<file path="src/hw/rtl/nss_pkg.sv">
// Shared types, constants and helper functions of the nine-slice span generator.
package nss_pkg;

    localparam int COORD_BITS  = 16;
    localparam int DEST_BITS   = COORD_BITS + 2;
    localparam int TILE_BITS   = 8;
    localparam int QUEUE_DEPTH = 2;
    localparam int QPTR_BITS   = $clog2(QUEUE_DEPTH);
    localparam int QCNT_BITS   = $clog2(QUEUE_DEPTH + 1);

    localparam logic [TILE_BITS-1:0] TILE_SIZE_RESET = TILE_BITS'(8);

    typedef enum logic [3:0] {
        TILE_TL = 4'd0,
        TILE_T  = 4'd1,
        TILE_TR = 4'd2,
        TILE_L  = 4'd3,
        TILE_C  = 4'd4,
        TILE_R  = 4'd5,
        TILE_BL = 4'd6,
        TILE_B  = 4'd7,
        TILE_BR = 4'd8
    } tile_t;

    typedef enum logic [1:0] {
        POS_NEAR,
        POS_MID,
        POS_FAR
    } pos_t;

    // Everything the back end needs to emit the spans of one rectangle.
    typedef struct packed {
        logic                          wide;
        logic                          tall;
        logic signed [DEST_BITS-1:0]   x;
        logic signed [DEST_BITS-1:0]   y;
        logic signed [DEST_BITS-1:0]   xs;
        logic signed [DEST_BITS-1:0]   ys;
        logic signed [DEST_BITS-1:0]   rx;
        logic signed [DEST_BITS-1:0]   by;
        logic [TILE_BITS-1:0]          lw;
        logic [TILE_BITS-1:0]          th;
        logic [TILE_BITS-1:0]          rw;
        logic [TILE_BITS-1:0]          bh;
        logic [TILE_BITS-1:0]          sx;
        logic [TILE_BITS-1:0]          sy;
        logic [COORD_BITS-1:0]         mw;
        logic [COORD_BITS-1:0]         mh;
    } nss_job_t;

    // Queue handshake between front and back.
    typedef struct packed {
        logic push;
        logic pop;
    } nss_qctl_t;

    typedef struct packed {
        logic push_ready;
        logic head_valid;
    } nss_qsts_t;

    function automatic tile_t nss_next_tile(input tile_t t, input logic wide, input logic tall);
        tile_t n;
        unique case (t)
            TILE_TL: n = wide ? TILE_T : TILE_TR;
            TILE_T:  n = TILE_TR;
            TILE_TR: n = tall ? TILE_L : TILE_BL;
            TILE_L:  n = wide ? TILE_C : TILE_R;
            TILE_C:  n = TILE_R;
            TILE_R:  n = TILE_BL;
            TILE_BL: n = wide ? TILE_B : TILE_BR;
            TILE_B:  n = TILE_BR;
            default: n = TILE_TL;
        endcase
        return n;
    endfunction

    function automatic pos_t nss_col(input tile_t t);
        pos_t p;
        unique case (t) inside
            TILE_TL, TILE_L, TILE_BL: p = POS_NEAR;
            TILE_T, TILE_C, TILE_B:   p = POS_MID;
            default:                  p = POS_FAR;
        endcase
        return p;
    endfunction

    function automatic pos_t nss_row(input tile_t t);
        pos_t p;
        unique case (t) inside
            TILE_TL, TILE_T, TILE_TR: p = POS_NEAR;
            TILE_L, TILE_C, TILE_R:   p = POS_MID;
            default:                  p = POS_FAR;
        endcase
        return p;
    endfunction

endpackage

</file>
<file path="src/hw/rtl/nine_slice_span_generator.sv">
// Top level of the nine-slice span generator.
//
//   channel  direction  handshake              content
//   cfg      in         cfg_valid / cfg_ready  tile_size (cfg_data)
//   in       in         in_valid / in_ready    box_x, box_y, box_width, box_height
//   out      out        out_valid / out_ready  one span per transfer, last_span on tile 8
//
// A rectangle gives 4, 6 or 9 spans; the back-end sequencer emits one span per cycle
// while the output is not stalled.
// Input is taken every cycle while the two-entry job queue has room; the first span
// goes through the stage-1 registers, the job queue and the output register.
// Reset empties front stage, queue and output register and sets tile_size to 8.
// A stall on the output holds the span; the front keeps filling the queue meanwhile.
module nine_slice_span_generator
    import nss_pkg::*;
(
    input  logic                          clk,
    input  logic                          rst_n,
    input  logic                          cfg_valid,
    output logic                          cfg_ready,
    input  logic [TILE_BITS-1:0]          cfg_data,
    input  logic                          in_valid,
    output logic                          in_ready,
    input  logic signed [COORD_BITS-1:0]  box_x,
    input  logic signed [COORD_BITS-1:0]  box_y,
    input  logic [COORD_BITS-1:0]         box_width,
    input  logic [COORD_BITS-1:0]         box_height,
    output logic                          out_valid,
    input  logic                          out_ready,
    output logic [3:0]                    tile_index,
    output logic [TILE_BITS-1:0]          source_x,
    output logic [TILE_BITS-1:0]          source_y,
    output logic signed [DEST_BITS-1:0]   dest_x,
    output logic signed [DEST_BITS-1:0]   dest_y,
    output logic [COORD_BITS-1:0]         span_width,
    output logic [COORD_BITS-1:0]         span_height,
    output logic                          repeats,
    output logic                          last_span
);

    nss_qctl_t q_ctl;
    nss_qsts_t q_sts;
    nss_job_t  q_wr_data;
    nss_job_t  q_head;
    logic      q_push, q_pop;

    assign q_ctl.push = q_push;
    assign q_ctl.pop  = q_pop;

    nss_front u_front (
        .clk        (clk),
        .rst_n      (rst_n),
        .cfg_valid  (cfg_valid),
        .cfg_ready  (cfg_ready),
        .cfg_data   (cfg_data),
        .in_valid   (in_valid),
        .in_ready   (in_ready),
        .box_x      (box_x),
        .box_y      (box_y),
        .box_width  (box_width),
        .box_height (box_height),
        .q_sts      (q_sts),
        .q_push     (q_push),
        .q_data     (q_wr_data)
    );

    nss_queue u_queue (
        .clk     (clk),
        .rst_n   (rst_n),
        .ctl     (q_ctl),
        .sts     (q_sts),
        .wr_data (q_wr_data),
        .head    (q_head)
    );

    nss_back u_back (
        .clk         (clk),
        .rst_n       (rst_n),
        .q_sts       (q_sts),
        .head        (q_head),
        .q_pop       (q_pop),
        .out_valid   (out_valid),
        .out_ready   (out_ready),
        .tile_index  (tile_index),
        .source_x    (source_x),
        .source_y    (source_y),
        .dest_x      (dest_x),
        .dest_y      (dest_y),
        .span_width  (span_width),
        .span_height (span_height),
        .repeats     (repeats),
        .last_span   (last_span)
    );

endmodule

</file>
<file path="src/hw/rtl/nss_front.sv">
// Front end: tile size register, input transfer and per-rectangle geometry.
module nss_front
    import nss_pkg::*;
(
    input  logic                          clk,
    input  logic                          rst_n,
    input  logic                          cfg_valid,
    output logic                          cfg_ready,
    input  logic [TILE_BITS-1:0]          cfg_data,
    input  logic                          in_valid,
    output logic                          in_ready,
    input  logic signed [COORD_BITS-1:0]  box_x,
    input  logic signed [COORD_BITS-1:0]  box_y,
    input  logic [COORD_BITS-1:0]         box_width,
    input  logic [COORD_BITS-1:0]         box_height,
    input  nss_qsts_t                     q_sts,
    output logic                          q_push,
    output nss_job_t                      q_data
);

    logic [TILE_BITS-1:0]          tile_size_reg;
    logic                          s1_valid_reg, s1_valid_next;
    logic                          s1_wide_reg, s1_tall_reg;
    logic signed [DEST_BITS-1:0]   s1_x_reg, s1_y_reg, s1_xs_reg, s1_ys_reg;
    logic signed [DEST_BITS-1:0]   s1_xw_reg, s1_yh_reg;
    logic [TILE_BITS-1:0]          s1_lw_reg, s1_th_reg;
    logic [COORD_BITS-1:0]         s1_remw_reg, s1_remh_reg, s1_mw_reg, s1_mh_reg;

    logic                          in_xfer;
    logic                          wide, tall;
    logic [TILE_BITS-1:0]          lw, th;
    logic signed [DEST_BITS-1:0]   x_ext, y_ext;
    logic [TILE_BITS-1:0]          rw, bh;

    assign cfg_ready = 1'b1;

    always_ff @(posedge clk or negedge rst_n)
    begin
        if (!rst_n)
        begin
            tile_size_reg <= TILE_SIZE_RESET;
        end
        else if (cfg_valid)
        begin
            tile_size_reg <= cfg_data;
        end
    end

    // stage 1: compare against twice the tile size, halves and remainders
    assign in_ready = !s1_valid_reg || q_sts.push_ready;
    assign in_xfer  = in_valid && in_ready;
    assign q_push   = s1_valid_reg && q_sts.push_ready;

    assign wide  = {1'b0, box_width}  > (COORD_BITS+1)'({tile_size_reg, 1'b0});
    assign tall  = {1'b0, box_height} > (COORD_BITS+1)'({tile_size_reg, 1'b0});
    assign lw    = wide ? tile_size_reg : TILE_BITS'(box_width >> 1);
    assign th    = tall ? tile_size_reg : TILE_BITS'(box_height >> 1);
    assign x_ext = DEST_BITS'(box_x);
    assign y_ext = DEST_BITS'(box_y);

    always_comb
    begin
        s1_valid_next = s1_valid_reg;
        if (in_xfer)
        begin
            s1_valid_next = 1'b1;
        end
        else if (q_push)
        begin
            s1_valid_next = 1'b0;
        end
    end

    always_ff @(posedge clk or negedge rst_n)
    begin
        if (!rst_n)
        begin
            s1_valid_reg <= 1'b0;
        end
        else
        begin
            s1_valid_reg <= s1_valid_next;
        end
    end

    always_ff @(posedge clk)
    begin
        if (in_xfer)
        begin
            s1_wide_reg <= wide;
            s1_tall_reg <= tall;
            s1_x_reg    <= x_ext;
            s1_y_reg    <= y_ext;
            s1_xs_reg   <= x_ext + DEST_BITS'(tile_size_reg);
            s1_ys_reg   <= y_ext + DEST_BITS'(tile_size_reg);
            s1_xw_reg   <= x_ext + DEST_BITS'(box_width);
            s1_yh_reg   <= y_ext + DEST_BITS'(box_height);
            s1_lw_reg   <= lw;
            s1_th_reg   <= th;
            s1_remw_reg <= box_width - COORD_BITS'(lw);
            s1_remh_reg <= box_height - COORD_BITS'(th);
            s1_mw_reg   <= box_width - COORD_BITS'({tile_size_reg, 1'b0});
            s1_mh_reg   <= box_height - COORD_BITS'({tile_size_reg, 1'b0});
        end
    end

    // stage 2: far column and row, capped at the tile size; written into the queue
    assign rw = (s1_remw_reg < COORD_BITS'(tile_size_reg)) ?
                s1_remw_reg[TILE_BITS-1:0] : tile_size_reg;
    assign bh = (s1_remh_reg < COORD_BITS'(tile_size_reg)) ?
                s1_remh_reg[TILE_BITS-1:0] : tile_size_reg;

    always_comb
    begin
        q_data.wide = s1_wide_reg;
        q_data.tall = s1_tall_reg;
        q_data.x    = s1_x_reg;
        q_data.y    = s1_y_reg;
        q_data.xs   = s1_xs_reg;
        q_data.ys   = s1_ys_reg;
        q_data.rx   = s1_xw_reg - DEST_BITS'(rw);
        q_data.by   = s1_yh_reg - DEST_BITS'(bh);
        q_data.lw   = s1_lw_reg;
        q_data.th   = s1_th_reg;
        q_data.rw   = rw;
        q_data.bh   = bh;
        q_data.sx   = tile_size_reg - rw;
        q_data.sy   = tile_size_reg - bh;
        q_data.mw   = s1_mw_reg;
        q_data.mh   = s1_mh_reg;
    end

endmodule

</file>
<file path="src/hw/rtl/nss_queue.sv">
// Short job queue between front and back end.
module nss_queue
    import nss_pkg::*;
(
    input  logic      clk,
    input  logic      rst_n,
    input  nss_qctl_t ctl,
    output nss_qsts_t sts,
    input  nss_job_t  wr_data,
    output nss_job_t  head
);

    nss_job_t              mem_reg [QUEUE_DEPTH];
    logic [QPTR_BITS-1:0]  wr_ptr_reg, wr_ptr_next;
    logic [QPTR_BITS-1:0]  rd_ptr_reg, rd_ptr_next;
    logic [QCNT_BITS-1:0]  count_reg, count_next;

    assign sts.push_ready = (count_reg != QCNT_BITS'(QUEUE_DEPTH));
    assign sts.head_valid = (count_reg != '0);
    assign head           = mem_reg[rd_ptr_reg];

    always_comb
    begin
        wr_ptr_next = wr_ptr_reg;
        rd_ptr_next = rd_ptr_reg;
        count_next  = count_reg;
        if (ctl.push)
        begin
            wr_ptr_next = (wr_ptr_reg == QPTR_BITS'(QUEUE_DEPTH - 1)) ? '0 : wr_ptr_reg + 1'b1;
        end
        if (ctl.pop)
        begin
            rd_ptr_next = (rd_ptr_reg == QPTR_BITS'(QUEUE_DEPTH - 1)) ? '0 : rd_ptr_reg + 1'b1;
        end
        if (ctl.push && !ctl.pop)
        begin
            count_next = count_reg + 1'b1;
        end
        else if (!ctl.push && ctl.pop)
        begin
            count_next = count_reg - 1'b1;
        end
    end

    always_ff @(posedge clk or negedge rst_n)
    begin
        if (!rst_n)
        begin
            wr_ptr_reg <= '0;
            rd_ptr_reg <= '0;
            count_reg  <= '0;
        end
        else
        begin
            wr_ptr_reg <= wr_ptr_next;
            rd_ptr_reg <= rd_ptr_next;
            count_reg  <= count_next;
        end
    end

    always_ff @(posedge clk)
    begin
        if (ctl.push)
        begin
            mem_reg[wr_ptr_reg] <= wr_data;
        end
    end

endmodule

</file>
<file path="src/hw/rtl/nss_back.sv">
// Back end: walks the tiles of the head job and drives the output register.
module nss_back
    import nss_pkg::*;
(
    input  logic                          clk,
    input  logic                          rst_n,
    input  nss_qsts_t                     q_sts,
    input  nss_job_t                      head,
    output logic                          q_pop,
    output logic                          out_valid,
    input  logic                          out_ready,
    output logic [3:0]                    tile_index,
    output logic [TILE_BITS-1:0]          source_x,
    output logic [TILE_BITS-1:0]          source_y,
    output logic signed [DEST_BITS-1:0]   dest_x,
    output logic signed [DEST_BITS-1:0]   dest_y,
    output logic [COORD_BITS-1:0]         span_width,
    output logic [COORD_BITS-1:0]         span_height,
    output logic                          repeats,
    output logic                          last_span
);

    tile_t                         idx_reg, idx_next;
    logic                          out_valid_reg, out_valid_next;
    logic [3:0]                    tile_reg;
    logic [TILE_BITS-1:0]          sx_reg, sy_reg;
    logic signed [DEST_BITS-1:0]   dx_reg, dy_reg;
    logic [COORD_BITS-1:0]         w_reg, h_reg;
    logic                          rep_reg, last_reg;

    logic                          load;
    pos_t                          col, row;
    logic [TILE_BITS-1:0]          sx, sy;
    logic signed [DEST_BITS-1:0]   dx, dy;
    logic [COORD_BITS-1:0]         w, h;

    assign load  = q_sts.head_valid && (!out_valid_reg || out_ready);
    assign q_pop = load && (idx_reg == TILE_BR);
    assign col   = nss_col(idx_reg);
    assign row   = nss_row(idx_reg);

    always_comb
    begin
        unique case (col)
            POS_NEAR:
            begin
                sx = '0;
                dx = head.x;
                w  = COORD_BITS'(head.lw);
            end
            POS_MID:
            begin
                sx = '0;
                dx = head.xs;
                w  = head.mw;
            end
            default:
            begin
                sx = head.sx;
                dx = head.rx;
                w  = COORD_BITS'(head.rw);
            end
        endcase
        unique case (row)
            POS_NEAR:
            begin
                sy = '0;
                dy = head.y;
                h  = COORD_BITS'(head.th);
            end
            POS_MID:
            begin
                sy = '0;
                dy = head.ys;
                h  = head.mh;
            end
            default:
            begin
                sy = head.sy;
                dy = head.by;
                h  = COORD_BITS'(head.bh);
            end
        endcase
    end

    always_comb
    begin
        idx_next       = idx_reg;
        out_valid_next = out_valid_reg;
        if (load)
        begin
            out_valid_next = 1'b1;
            idx_next       = nss_next_tile(idx_reg, head.wide, head.tall);
        end
        else if (out_ready)
        begin
            out_valid_next = 1'b0;
        end
    end

    always_ff @(posedge clk or negedge rst_n)
    begin
        if (!rst_n)
        begin
            idx_reg       <= TILE_TL;
            out_valid_reg <= 1'b0;
        end
        else
        begin
            idx_reg       <= idx_next;
            out_valid_reg <= out_valid_next;
        end
    end

    always_ff @(posedge clk)
    begin
        if (load)
        begin
            tile_reg <= idx_reg;
            sx_reg   <= sx;
            sy_reg   <= sy;
            dx_reg   <= dx;
            dy_reg   <= dy;
            w_reg    <= w;
            h_reg    <= h;
            rep_reg  <= !((col != POS_MID) && (row != POS_MID));
            last_reg <= (idx_reg == TILE_BR);
        end
    end

    assign out_valid   = out_valid_reg;
    assign tile_index  = tile_reg;
    assign source_x    = sx_reg;
    assign source_y    = sy_reg;
    assign dest_x      = dx_reg;
    assign dest_y      = dy_reg;
    assign span_width  = w_reg;
    assign span_height = h_reg;
    assign repeats     = rep_reg;
    assign last_span   = last_reg;

endmodule

</file>
<file path="config.mk">
export PLATFORM = sky130hd
export DESIGN_NAME = nine_slice_span_generator
export DESIGN_NICKNAME = d
export VERILOG_FILES = /design/src/hw/rtl/nss_pkg.sv /design/src/hw/rtl/nine_slice_span_generator.sv /design/src/hw/rtl/nss_front.sv /design/src/hw/rtl/nss_queue.sv /design/src/hw/rtl/nss_back.sv
export SDC_FILE = /design/constraint.sdc
export NUM_CORES = 1
export LEC_CHECK = 0
export BUFFER_PORTS_ARGS = -buffer_cell sky130_fd_sc_hd__buf_2
export CAP_MARGIN = 20
export CORE_MARGIN = 2
export CORE_UTILIZATION = 45
export DETAILED_ROUTE_END_ITERATION = 8
export MAX_ROUTING_LAYER = met4
export PLACE_DENSITY = 0.67
export SYNTH_ARGS = -nofsm -noshare
export SYNTH_HDL_FRONTEND = slang
export SYNTH_SLANG_ARGS = --single-unit
</file>
<file path="constraint.sdc">
create_clock -name clk -period 11 [get_ports clk]
set_input_delay 2.2 -clock clk [delete_from_list [all_inputs] [get_ports clk]]
set_output_delay 2.2 -clock clk [all_outputs]
set_load 0.005 [all_outputs]
</file>
# After elaboration in Yosys (flattened, before gate mapping)

Memory sizes are Yosys's and may differ from the RTL's.
Index checks and enable logic that the tools add are counted.

Register bits: 294
Bits of input ports: 77
Output and inout port bits: 93
Memories kept: 1
Memory bits (writable): 380
Logic and storage cells: 116

Magnitude comparators: 4
Reduce and logical (&&, ||, !) cells: 27
Equal/unequal tests: 13
Mux-type cells: 25
Add/sub/neg operators: 16

Memories:

| memory          | words | width | read ports | clocked after Yosys merged registers in | wr ports | line            | text |
|---|---|---|---|---|---|---|---|
| u_queue.mem_reg | 2     | 190   | 1          | 0                                       | 1        | nss_queue.sv:13 | `nss_job_t mem_reg [QUEUE_DEPTH];` |

Operators by type and width:

| kind                                          | count |
|---|---|
| case mux 18 bit (2 select lines)              | 2 |
| case mux 16 bit (2 select lines)              | 2 |
| adder 16 x 17 -> 18 bit                       | 2 |
| subtractor 18 x 8 -> 18 bit                   | 2 |
| adder 16 x 9 -> 17 bit                        | 2 |
| > comparator 16 x 9 -> 1 bit                  | 2 |
| less-than comparator 16 x 8 -> 1 bit          | 2 |
| two-way mux 8 bit                             | 4 |
| case mux 4 bit (8 select lines)               | 1 |
| subtractor 16 x 8 -> 16 bit                   | 2 |
| subtractor 16 x 9 -> 16 bit                   | 2 |
| == test 4 x 3 -> 1 bit, second input constant | 4 |
| subtractor 8 bit                              | 2 |
| OR reduction 3 bit                            | 4 |
| two-way mux 1 bit                             | 9 |
| == test 4 x 2 -> 1 bit, second input constant | 2 |
| case mux 2 bit (2 select lines)               | 2 |
| nonzero test 2 bit                            | 4 |
| logical AND 1 bit                             | 7 |
| two-way mux 2 bit                             | 3 |
| logical NOT 1 bit                             | 5 |
| == test 2 x 1 -> 1 bit, second input constant | 2 |
| == test 4 x 1 -> 1 bit, second input constant | 1 |
| == test 4 bit, second input constant          | 1 |
| 11 further kinds                              | 16 |

# Logic depth before layout (Yosys ltp)

Gate-level depths: netlist (run 1).

Depth after elaboration: 7
Gate-level depth with buffers: 24
Gate-level depth less buffers: 22

# Cells and area by module

From an unflattened synthesis (run 1), not the netlist that was laid out.

Cell total of the unflattened synthesis: 2,271
Area, all modules: 32,006.9 µm²

By module, submodules not included:

| module    | sequential area each (µm²) | cells each | area an instance (µm²) | times used |
|---|---|---|---|---|
| nss_queue | 11,511.0                   | 607        | 14,018.4               | 1 |
| nss_front | 5,751.8                    | 1,276      | 13,073.8               | 1 |
| nss_back  | 2,827.7                    | 388        | 4,914.7                | 1 |

# Worst setup path before layout (run 1)

OpenSTA, ideal clock, no wires.

Path type: reg2reg
Start point: register u_queue.count_reg[0]
End point: memory u_queue.mem_reg[0][0] (netlist bit), enable pin
Clock period less this slack: 8.998 ns
Data required time: 10.269 ns
Slack: 2.002 ns
Setup time: 0.731 ns
Stages on the path, launching flop included: 4
Buffers on the path: 0
Arrival time: 8.268 ns
Path through: dfrtp_1 > nand2b_1 > nand2_1 > nor2_1

Word-level cells in the longest chain between the ends: 4

Ends and longest elaborated chain:

| item                                    | line            | text |
|---|---|---|
| start, declared                         | nss_queue.sv:16 | `logic [QCNT_BITS-1:0] count_reg, count_next;` |
| start signal, assigned                  | nss_queue.sv:57 | `count_reg <= count_next;` |
| inequality test 2 bit                   | nss_queue.sv:18 | `assign sts.push_ready = (count_reg != QCNT_BITS'(QUEUE_DEPTH));` |
| logical AND 1 bit                       | nss_front.sv:52 | `assign q_push = s1_valid_reg && q_sts.push_ready;` |
| two-way mux 1 bit                       | nss_queue.sv:63 | `if (ctl.push)` |
| two-way mux 1 bit (implied by the code) | nss_queue.sv:65 | `mem_reg[wr_ptr_reg] <= wr_data;` |
| end, declared                           | nss_queue.sv:13 |  |

Every way passes these cells.

# Final worst setup path (run 1)

Start point: input box_width[2]
End point: register u_front.s1_remw_reg[14], data pin

Word-level cells in the longest chain between the ends: 3

Ends and longest elaborated chain:

| item                         | line                            | text |
|---|---|---|
| start, declared              | nine_slice_span_generator.sv:26 | `input logic [COORD_BITS-1:0] box_width,` |
| > comparator 16 x 9 -> 1 bit | nss_front.sv:54                 | `assign wide = {1'b0, box_width} > (COORD_BITS+1)'({tile_size_reg, 1'b0});` |
| two-way mux 8 bit            | nss_front.sv:56                 | `assign lw = wide ? tile_size_reg : TILE_BITS'(box_width >> 1);` |
| net u_front.lw[0]            | nss_front.sv:31                 | `logic [TILE_BITS-1:0] lw, th;` |
| subtractor 16 x 8 -> 16 bit  | nss_front.sv:100                | `s1_remw_reg <= box_width - COORD_BITS'(lw);` |
| end signal, assigned         | nss_front.sv:100                |  |
| end, declared                | nss_front.sv:27                 | `logic [COORD_BITS-1:0] s1_remw_reg, s1_remh_reg, s1_mw_reg, s1_mh_reg;` |

The timed path passes the listed nets, and every way through them passes these cells.
A chain may end at the register's enable or synchronous reset.

==> impl_metrics.env, run 1 <==
export IMPL_die_x_um=261.3
export IMPL_die_area_mm2=0.06826
export IMPL_final_util_pct=51.40
export IMPL_crit_path_cell_trace="buf_2, ha_1, nor2b_1, o21ai_0, a21boi_0, o21ai_0, a21boi_0, o21a_1, o21ai_0, a41o_1, mux2i_1, ha_1, fa_1, nor2b_1, o21ai_0, a21boi_0, o21ai_0, a21boi_0, o21a_1, nor3_1, nand3_1, xnor2_1"
export IMPL_routedWlPerCell_um=21.75
export IMPL_leakagePower_nw=12.15
export IMPL_drc=0
export IMPL_via_count=18610
export IMPL_start_util_pct=45.38
export IMPL_pin_count=170
export IMPL_fin_nets=2545
export IMPL_largest_reg_flops=368
export IMPL_antenna_found_initial=12
export IMPL_period_share_pct=64.24
export IMPL_yosysWarnings=0
export IMPL_tritoncts="built"
export IMPL_rsz0062_at_grt="false"
export IMPL_crit_top_cell="o21ai_0"
export IMPL_powerDensity_mw_per_mm2=272.6
export IMPL_slew_violations=0
export IMPL_startpoint_type="input pin"
export IMPL_synth_cell_types=71
export IMPL_fin_tns_setup_ns=0
export IMPL_syn_area_mm2=0.02978
export IMPL_insertion_delay_ns=0.60
export IMPL_max_vdd_ir_drop_mv=0.1897
export IMPL_core_area_mm2=0.06563
export IMPL_min_period_ns=7.067
export IMPL_drt_pre_antenna_iters=7
export IMPL_synthFlopType="edfxtp_1"
export IMPL_hp_class="reg2reg"
export IMPL_synthCells=2175
export IMPL_avgSynthCellArea_um2=13.69
export IMPL_clockBufferDepth=3
export IMPL_cts_sinks=660
export IMPL_drive_above_1_share_pct=13.66
export IMPL_htree_levels=3
export IMPL_ys_ff_latch=660
export IMPL_grt_pass1_vias=18180
export IMPL_hpwlAfterDp_mm=47.15
export IMPL_ant_nets=0
export IMPL_end_kind="register"
export IMPL_cpPeakStageDelay_ns=0.83
export IMPL_grt_pass1_wl_mm=106.8
export IMPL_fmax_ghz=0.1415
export IMPL_clock_root_buffer="clkbuf_16"
export IMPL_final_hold_viol_count=0
export IMPL_critPathKind="in2reg"
export IMPL_post_cts_buffers=0
export IMPL_track_usage_pct=21.37
export IMPL_cp_top_family="compound AO/OA/AOI/OAI gates"
export IMPL_mostFrequentLayoutCell="edfxtp_1"
export IMPL_crit_required_ns=11.35
export IMPL_gp_congestion=0.8935
export IMPL_viasPerCell=5.692
export IMPL_maxSlewHeadroom_pct=25.18
export IMPL_area_growth_pct=13.25
export IMPL_cp_arrival_ns=7.42
export IMPL_cts_resized_gates=0
export IMPL_seq_area_frac_synth_pct=66.25
export IMPL_grt_max_degree=185
export IMPL_placementRows=94
export IMPL_grt_ovfl_total=0
export IMPL_mostFrequentLayoutCells="edfxtp_1, buf_2, nor2_1"
export IMPL_synth_edff_count=642
export IMPL_cpMaxStageDelayCell="a41o_1"
export IMPL_final_setup_viol_count=0
export IMPL_synthArstFlopShare_pct=2.727
export IMPL_hold_buffers=0
export IMPL_finClkSkew_ns=0.02240
export IMPL_cts_clk_slew_worst_paths_ns=0.06
export IMPL_drv_cap=0
export IMPL_cp_num_buf_inv=1
export IMPL_status="complete, no violations"
export IMPL_crit_fanout=16
export IMPL_worst_pin_slew_ns=1.122
export IMPL_numPortBuffers=168
export IMPL_drt_iter0_markers=1467
export IMPL_synth_nets=2379
export IMPL_routed_wl_mm=71.13
export IMPL_numCtsBuffers=68
export IMPL_fp_dieH_um=261.3
final timing paths:
| check | from | endpoint | slack (ns) | cells after the start |
|---|---|---|---|---|
| max in group asynchronous | rst_n | u_queue.rd_ptr_reg | 9.01 | 1 |
| max reg2reg | u_front.tile_size_reg[2] | u_front.s1_remw_reg[14] | 4.44 | 21 |
| min | u_front.s1_y_reg[5] | u_queue.mem_reg[1][157] | 0.44 | 0 |
| max | box_width[2] | u_front.s1_remw_reg[14] | 3.93 | 22 |
| min in group asynchronous | rst_n | u_back.out_valid | 1.58 | 1 |
| min reg2reg | u_front.s1_y_reg[5] | u_queue.mem_reg[1][157] | 0.44 | 0 |
synth_stat cells, drive strengths merged, types with 17 or more instances:
cell,count,area (um^2)
nand2,140,525.5
clkbuf,81,304.0
o21ai,88,440.4
a211oi,59,460.4
xor2,42,367.9
nor3,31,155.2
nand3,45,225.2
a21o,19,142.6
ha,119,1489
a21boi,22,165.2
a21oi,63,315.3
nor2b,21,131.4
xnor2,96,840.8
a22oi,46,345.3
a22o,46,402.9
dfrtp,17,425.4
a31oi,52,325.3
mux2i,70,700.7
nor2,158,593.1
mux2,18,202.7
edfxtp,642,19280
inv,111,416.7
where the power goes:
| part | switching (W) | internal (W) |
|---|---|---|
| clock | 0.000944 | 0.00125 |
| sequential | 0.000323 | 0.00389 |
| combinational | 0.00186 | 0.000923 |
| total | 0.00313 | 0.00607 |
per-stage QoR:
step / total power (W) / cells / area, um^2 / hold slack [ns] / worst slack (ns)
floorplan: 0.006057 / 2175 / 29780 / 0.4215 / 2.002
global placement: 0.006961 / 3135 / 31590 / 0.4217 / 3.600
detailed placement: 0.007064 / 3135 / 31590 / 0.4290 / 3.479
CTS: 0.009281 / 3257 / 33700 / 0.4270 / 4.079
global route: 0.009711 / 3267 / 33720 / 0.4435 / 3.291
finish: 0.009196 / 3270 / 33730 / 0.4372 / 3.933
cell type report:
class	count	area (um^2)
clock buffers	85	1828
diodes	13	32.53
fillers	5504	31900
repair buffers	185	980.9
multi-input cells	1315	9375
inverters	111	419.2
flip-flops and latches	660	19730
well taps	864	1081
clock inverters	37	279.0
logic make-up (layout without fill, tap and decap cells):
logic type	count (synthesis)	count (layout)	synth area share, %
compound gates	471	471	10.96
xor+xnor	138	138	4.058
fa+ha+maj	128	128	5.575
buf+inv	200	418	2.533
flops	660	660	66.25
mux	88	88	3.033
other cells	1	14	0.01259
simple gates	489	489	7.583
worst reg2reg max path: stages, from the launching register on:
cell and delay, ns:
dfrtp_1 0.92, inv_1 0.41, ha_1 0.44, o21ai_0 0.13
a21boi_0 0.16, o21ai_0 0.23, a21boi_0 0.16, o21a_1 0.20
o21ai_0 0.35, a41o_1 0.83, mux2i_1 0.34, ha_1 0.23
fa_1 0.22, nor2b_1 0.06, o21ai_0 0.20, a21boi_0 0.15
o21ai_0 0.27, a21boi_0 0.19, o21a_1 0.21, nor3_1 0.31
nand3_1 0.15, xnor2_1 0.15
routing by layer:
metal	vias to the layer above	GRT usage, %	wire (um)
li1	8617	-	-
met1	9253	30.67	32510
met2	653	31.29	31900
met3	89	3.388	5269
met4	0	6.739	1450
met5	-	-	0
(Power assumes the default switching activity.)
==> inputs of run 2 (changes only) <==
==> constraint.sdc (replaced) <==
create_clock -name clk -period 7.06 [get_ports clk]
set_input_delay 1.412 -clock clk [delete_from_list [all_inputs] [get_ports clk]]
set_output_delay 1.412 -clock clk [all_outputs]
set_load 0.005 [all_outputs]
==> impl_metrics.env, run 2 (synthesis gave the netlist of run 1 again) <==
export IMPL_drc=0
export IMPL_crit_path_end="u_queue.mem_reg[0][87]"
export IMPL_cpMaxStageDelayCell="dfstp_2"
export IMPL_area_growth_pct=13.49
export IMPL_grt_ovfl_total=0
export IMPL_slew_violations=0
export IMPL_numCtsBuffers=70
export IMPL_antenna_found_initial=15
export IMPL_intPower_w=0.009467
export IMPL_fmax_ghz=0.1641
export IMPL_largest_reg_flops=368
export IMPL_cts_resized_gates=0
export IMPL_crit_fanout=13
export IMPL_cp_depth=14
export IMPL_max_vdd_ir_drop_mv=0.2880
export IMPL_ant_nets=0
export IMPL_drt_pre_antenna_iters=5
export IMPL_cp_arrival_ns=6.40
export IMPL_rsz0062_at_grt="false"
export IMPL_drive_above_1_share_pct=13.88
export IMPL_worst_pin_slew_ns=1.126
export IMPL_crit_required_ns=7.37
export IMPL_pwr_share_clk_pct=24.0
export IMPL_track_usage_pct=21.45
export IMPL_tritoncts="built"
export IMPL_cp_top_family="compound AO/OA/AOI/OAI gates"
export IMPL_drt_iter0_markers=1808
export IMPL_r2r_end="u_queue.mem_reg[0][87]"
export IMPL_crit_path_cell_trace="inv_1, ha_1, a211oi_1, o21ai_1, a211oi_2, o21ai_0, ha_1, a211o_1, o311ai_0, nand2_1, a2111oi_2, a41oi_2, nor2b_1, xnor2_1"
export IMPL_num_fill_cells=5467
export IMPL_die_area_mm2=0.06826
export IMPL_cts_sinks=660
export IMPL_cpPeakStageDelay_ns=0.83
export IMPL_leakagePower_nw=12.17
export IMPL_mostFrequentLayoutCells="edfxtp_1, buf_2, nor2_1"
export IMPL_reg2reg_from="u_front.tile_size_reg[3]"
export IMPL_power_switching_w=0.004866
export IMPL_insertion_delay_ns=0.61
export IMPL_start_util_pct=45.38
export IMPL_routed_wl_mm=71.36
export IMPL_grt_pass1_vias=18050
export IMPL_gp_congestion=0.8990
export IMPL_via_count=18530
export IMPL_fin_tns_setup_ns=0
export IMPL_powerDensity_mw_per_mm2=424.0
export IMPL_viasPerCell=5.658
export IMPL_maxSlewHeadroom_pct=24.90
export IMPL_htree_levels=3
export IMPL_crit_top_cell="ha_1"
export IMPL_clock_root_buffer="clkbuf_16"
export IMPL_end_kind="register"
export IMPL_critPathKind="reg2reg"
export IMPL_die_x_um=261.3
export IMPL_hpwlAfterDp_mm=47.58
export IMPL_worstRegToRegCells=14
export IMPL_share_comb_of_total_power_pct=29.9
export IMPL_total_power_w=0.01433
export IMPL_post_cts_buffers=0
export IMPL_routedWlPerCell_um=21.80
export IMPL_reg2reg_slack_ns=0.97
export IMPL_crit_path_start="u_front.tile_size_reg[3]"
export IMPL_pin_count=170
export IMPL_cts_clk_slew_worst_paths_ns=0.06
export IMPL_hp_class="reg2reg"
export IMPL_numPortBuffers=168
export IMPL_p_seq_share_pct=46.0
export IMPL_period_share_pct=86.30
export IMPL_finClkSkew_ns=0.02451
export IMPL_mostFrequentLayoutCell="edfxtp_1"
export IMPL_cp_num_buf_inv=1
export IMPL_clockBufferDepth=3
export IMPL_final_setup_viol_count=0
export IMPL_fp_dieH_um=261.3
export IMPL_drv_cap=0
export IMPL_hold_buffers=0
export IMPL_status="complete, no violations"
export IMPL_final_hold_viol_count=0
export IMPL_placementRows=94
export IMPL_fin_nets=2555
export IMPL_p_sw_share_pct=33.95
export IMPL_grt_pass1_wl_mm=106.9
export IMPL_grt_max_degree=185
export IMPL_min_period_ns=6.093
export IMPL_startpoint_type="register"
export IMPL_core_area_mm2=0.06563
[run 2: changes by cell type in the layout (fill, tap and decap cells not counted), moves of 2 or more]
cell        before  now
clkinv_2        15    7
buf_4           16   23
clkbuf_1        13   17
clkinvlp_4       0    4
clkinv_1        12    9
diode_2         13   10
inv_6            4    6
[run 2: area by class of cell]
cell class	count	area, um^2	area share, %
Clock buffer	89	1843	5.453
Clock inverter	32	275.3	0.8144
Sequential cell	660	19730	58.38
Antenna cell	10	25.02	0.07403
Inverter	111	419.2	1.240
Timing Repair Buffer	193	1054	3.117
Tap cell	864	1081	3.198
Multi-Input combinational cell	1315	9370	27.72
[run 2: worst min path at each step]
stage          slack (ns)  cells past startpoint                 endpoint                 start
2_1_floorplan        0.42                      0    u_queue.mem_reg[0][0]  u_front.s1_mh_reg[0]
3_3_place_gp         0.42                      0  u_queue.mem_reg[0][179]   u_front.s1_x_reg[9]
3_5_place_dp         0.43                      0  u_queue.mem_reg[0][139]  u_front.s1_xs_reg[5]
4_1_cts              0.43                      0    u_queue.mem_reg[1][8]  u_front.s1_mh_reg[8]
5_1_grt              0.44                      0  u_queue.mem_reg[0][161]   u_front.s1_y_reg[9]
6_report             0.43                      0  u_queue.mem_reg[1][158]   u_front.s1_y_reg[6]
[run 2: worst register-to-register path: stages (launching register included)]
cell       delay [ns]
dfstp_2          0.83
inv_1            0.38
ha_1             0.32
a211oi_1         0.16
o21ai_1          0.18
a211oi_2         0.72
o21ai_0          0.40
ha_1             0.36
a211o_1          0.24
o311ai_0         0.66
nand2_1          0.21
a2111oi_2        0.48
a41oi_2          0.41
nor2b_1          0.28
xnor2_1          0.15
[run 2: power by group through the flow]
stage                     Combinational (W)  Sequential [W]  Clock [W]
final                               0.00429         0.00660    0.00344
after global placement              0.00423         0.00662          0
after CTS                           0.00435         0.00660    0.00350
after detailed placement            0.00432         0.00667          0
after global routing                0.00473         0.00672    0.00366
after floorplan                     0.00279         0.00660          0
[run 2: per-layer routing]
metal | part of all wire [%] | global-route usage, % | vias up
met5 | 0 | - | -
met4 | 2.0 | 6.708 | 0
met3 | 7.4 | 3.881 | 96
met2 | 44 | 30.48 | 582
met1 | 47 | 31.29 | 9217
li1 | - | - | 8630
[run 2: metrics by stage]
| step | setup WS [ns] | hold WS (ns) | instances | area [um^2] | utilization (%) |
|---|---|---|---|---|---|
| after floorplan | 0.8993 | 0.4215 | 2175 | 29790 | - |
| after global placement | 0.8771 | 0.4223 | 3143 | 31660 | 48.24 |
| after detailed placement | 0.7610 | 0.4296 | 3143 | 31660 | 48.24 |
| after CTS | 1.058 | 0.4302 | 3264 | 33780 | 51.47 |
| after global routing | 0.4255 | 0.4352 | 3274 | 33800 | 51.50 |
| final | 0.9673 | 0.4336 | 3274 | 33800 | 51.50 |
==> inputs of run 3 (changes only) <==
==> constraint.sdc (replaced) <==
create_clock -name clk -period 7.06 [get_ports clk]
set_input_delay 0.353 -clock clk [delete_from_list [all_inputs] [get_ports clk]]
set_output_delay 0.353 -clock clk [all_outputs]
set_load 0.005 [all_outputs]
==> impl_metrics.env, run 3 (synthesis gave the netlist of run 1 again) <==
export IMPL_min_period_ns=6.167
export IMPL_maxSlewHeadroom_pct=22.34
export IMPL_fin_nets=2563
export IMPL_slew_violations=0
export IMPL_largest_reg_flops=368
export IMPL_via_count=18690
export IMPL_htree_levels=3
export IMPL_crit_top_cell="o21ai_0"
export IMPL_p_sw_share_pct=33.87
export IMPL_grtUsageMet3_pct=4.036
export IMPL_clockBufferDepth=3
export IMPL_numCtsBuffers=69
export IMPL_area_growth_pct=14.25
export IMPL_die_x_um=261.3
export IMPL_pwr_share_clk_pct=24.9
export IMPL_cts_clk_slew_worst_paths_ns=0.06
export IMPL_power_switching_w=0.004930
export IMPL_share_comb_of_total_power_pct=29.8
export IMPL_crit_path_cell_trace="inv_1, ha_1, nor2b_1, o21ai_0, a21boi_0, o21ai_0, a21boi_0, o21a_1, o21ai_0, a41o_1, mux2i_1, ha_1, fa_1, nor2b_1, o21ai_0, a21boi_0, o21ai_0, a21boi_0, o21a_1, nor3_1, nand3_1, xnor2_1"
export IMPL_antenna_found_initial=6
export IMPL_tritoncts="built"
export IMPL_critPathKind="reg2reg"
export IMPL_core_area_mm2=0.06563
export IMPL_min_delay_start="cfg_data[4]"
export IMPL_viasPerCell=5.699
export IMPL_die_area_mm2=0.06826
export IMPL_ant_nets=0
export IMPL_cts_sinks=660
export IMPL_fmax_ghz=0.1622
export IMPL_post_cts_buffers=0
export IMPL_final_setup_worst_slack_ns=0.8935
export IMPL_reg2reg_from="u_front.tile_size_reg[1]"
export IMPL_end_kind="register"
export IMPL_use_met2_pct=30.80
export IMPL_period_share_pct=87.34
export IMPL_track_usage_pct=21.69
export IMPL_routedWlPerCell_um=22.07
export IMPL_dp_slack_ns=1.033
export IMPL_drt_iter0_markers=1719
export IMPL_cpPeakStageDelay_ns=0.71
export IMPL_grt_busiest_layer="met1"
export IMPL_routed_wl_mm=72.40
export IMPL_cp_top_family="compound AO/OA/AOI/OAI gates"
export IMPL_insertion_delay_ns=0.62
export IMPL_mostFrequentLayoutCell="edfxtp_1"
export IMPL_grt_max_degree=185
export IMPL_final_hold_viol_count=0
export IMPL_cp_num_buf_inv=1
export IMPL_worst_pin_slew_ns=1.165
export IMPL_grt_pass1_wl_mm=107.7
export IMPL_intPower_w=0.009628
export IMPL_startpoint_type="register"
export IMPL_start_util_pct=45.38
export IMPL_grtUsageMet1_pct=31.11
export IMPL_max_vdd_ir_drop_mv=0.3863
export IMPL_drc=0
export IMPL_pin_count=170
export IMPL_crit_required_ns=7.42
export IMPL_gp_congestion=0.8898
export IMPL_fin_tns_setup_ns=0
export IMPL_grt_pass1_vias=18110
export IMPL_crit_path_start="u_front.tile_size_reg[1]"
export IMPL_leakagePower_nw=12.27
export IMPL_final_setup_viol_count=0
export IMPL_drv_cap=0
export IMPL_drt_pre_antenna_iters=7
export IMPL_placementRows=94
export IMPL_cpMaxStageDelayCell="dfrtp_1"
export IMPL_status="complete, no violations"
export IMPL_hpwlAfterDp_mm=48.83
export IMPL_p_seq_share_pct=45.3
export IMPL_fp_dieH_um=261.3
export IMPL_drive_above_1_share_pct=13.91
export IMPL_grt_ovfl_total=0
export IMPL_clock_root_buffer="clkbuf_16"
export IMPL_cp_arrival_ns=6.52
export IMPL_powerDensity_mw_per_mm2=427.8
export IMPL_reg2reg_slack_ns=0.89
export IMPL_rsz0062_at_grt="false"
export IMPL_mostFrequentLayoutCells="edfxtp_1, buf_2, nor2_1"
export IMPL_finClkSkew_ns=0.02791
export IMPL_numPortBuffers=168
export IMPL_crit_fanout=16
export IMPL_hp_class="in2reg"
-- run 3: stage by stage --
stage	hold WS (ns)	instances	util (%)	instance area, um^2	power, W
6_report	0.03107	3280	51.85	34030	0.01456
5_1_grt	0.02289	3279	51.85	34030	0.01529
4_1_cts	0.007280	3272	51.78	33980	0.01465
2_1_floorplan	0.05741	2175	-	29790	0.009390
3_3_place_gp	0.3424	3141	48.20	31630	0.01083
3_5_place_dp	0.3505	3141	48.20	31630	0.01100
-- run 3: worst reg2reg max path, cell delays in order (launching register included) --
cell      delay (ns)
dfrtp_1         0.71
inv_1           0.47
ha_1            0.42
nor2b_1         0.13
o21ai_0         0.22
a21boi_0        0.16
o21ai_0         0.24
a21boi_0        0.17
o21a_1          0.21
o21ai_0         0.33
a41o_1          0.45
mux2i_1         0.30
ha_1            0.23
fa_1            0.21
nor2b_1         0.05
o21ai_0         0.19
a21boi_0        0.16
o21ai_0         0.24
a21boi_0        0.18
o21a_1          0.21
nor3_1          0.33
nand3_1         0.16
xnor2_1         0.15
-- run 3: final timing paths --
| path | cells past startpoint | end |
|---|---|---|
| worst max-delay path | 22 | u_front.s1_remw_reg[14] |
| worst min-delay path | 3 | u_front.tile_size_reg[4] |
| worst max register to register | 22 | u_front.s1_remw_reg[14] |
| worst min register to register | 0 | u_queue.mem_reg[0][156] |
| max in group asynchronous | 2 | u_queue.rd_ptr_reg |
| min in group asynchronous | 2 | u_queue.count_reg[1] |
-- run 3: per-layer routing --
layer  vias to the layer above  wire length (um)
li1                       8642                 -
met3                       104              5541
met2                       699             31780
met1                      9247             33130
met4                         0              1955
met5                         -                 0
-- run 3: repair_timing --
| action | in CTS | in global routing |
|---|---|---|
| resized for setup | 0 | 0 |
| hold buffers | 10 | 0 |
| endpoints found under the hold margin | 26 | 0 |
-- run 3: cell type report --
class | count | area, um^2
fill | 5487 | 31600
clock inverter | 35 | 420.4
sequential | 660 | 19730
tap | 864 | 1081
clock buffer | 86 | 1832
antenna | 7 | 17.52
inverter | 111 | 419.2
multi-input combinational | 1315 | 9370
timing repair buffer | 202 | 1154
-- run 3: power by group through the flow --
stage	Clock [W]	Sequential, W	Combinational (W)
final	0.00362	0.00659	0.00434
after global routing	0.00382	0.00670	0.00477
after CTS	0.00368	0.00660	0.00436
after detailed placement	0	0.00667	0.00433
after global placement	0	0.00661	0.00422
after floorplan	0	0.00660	0.00279
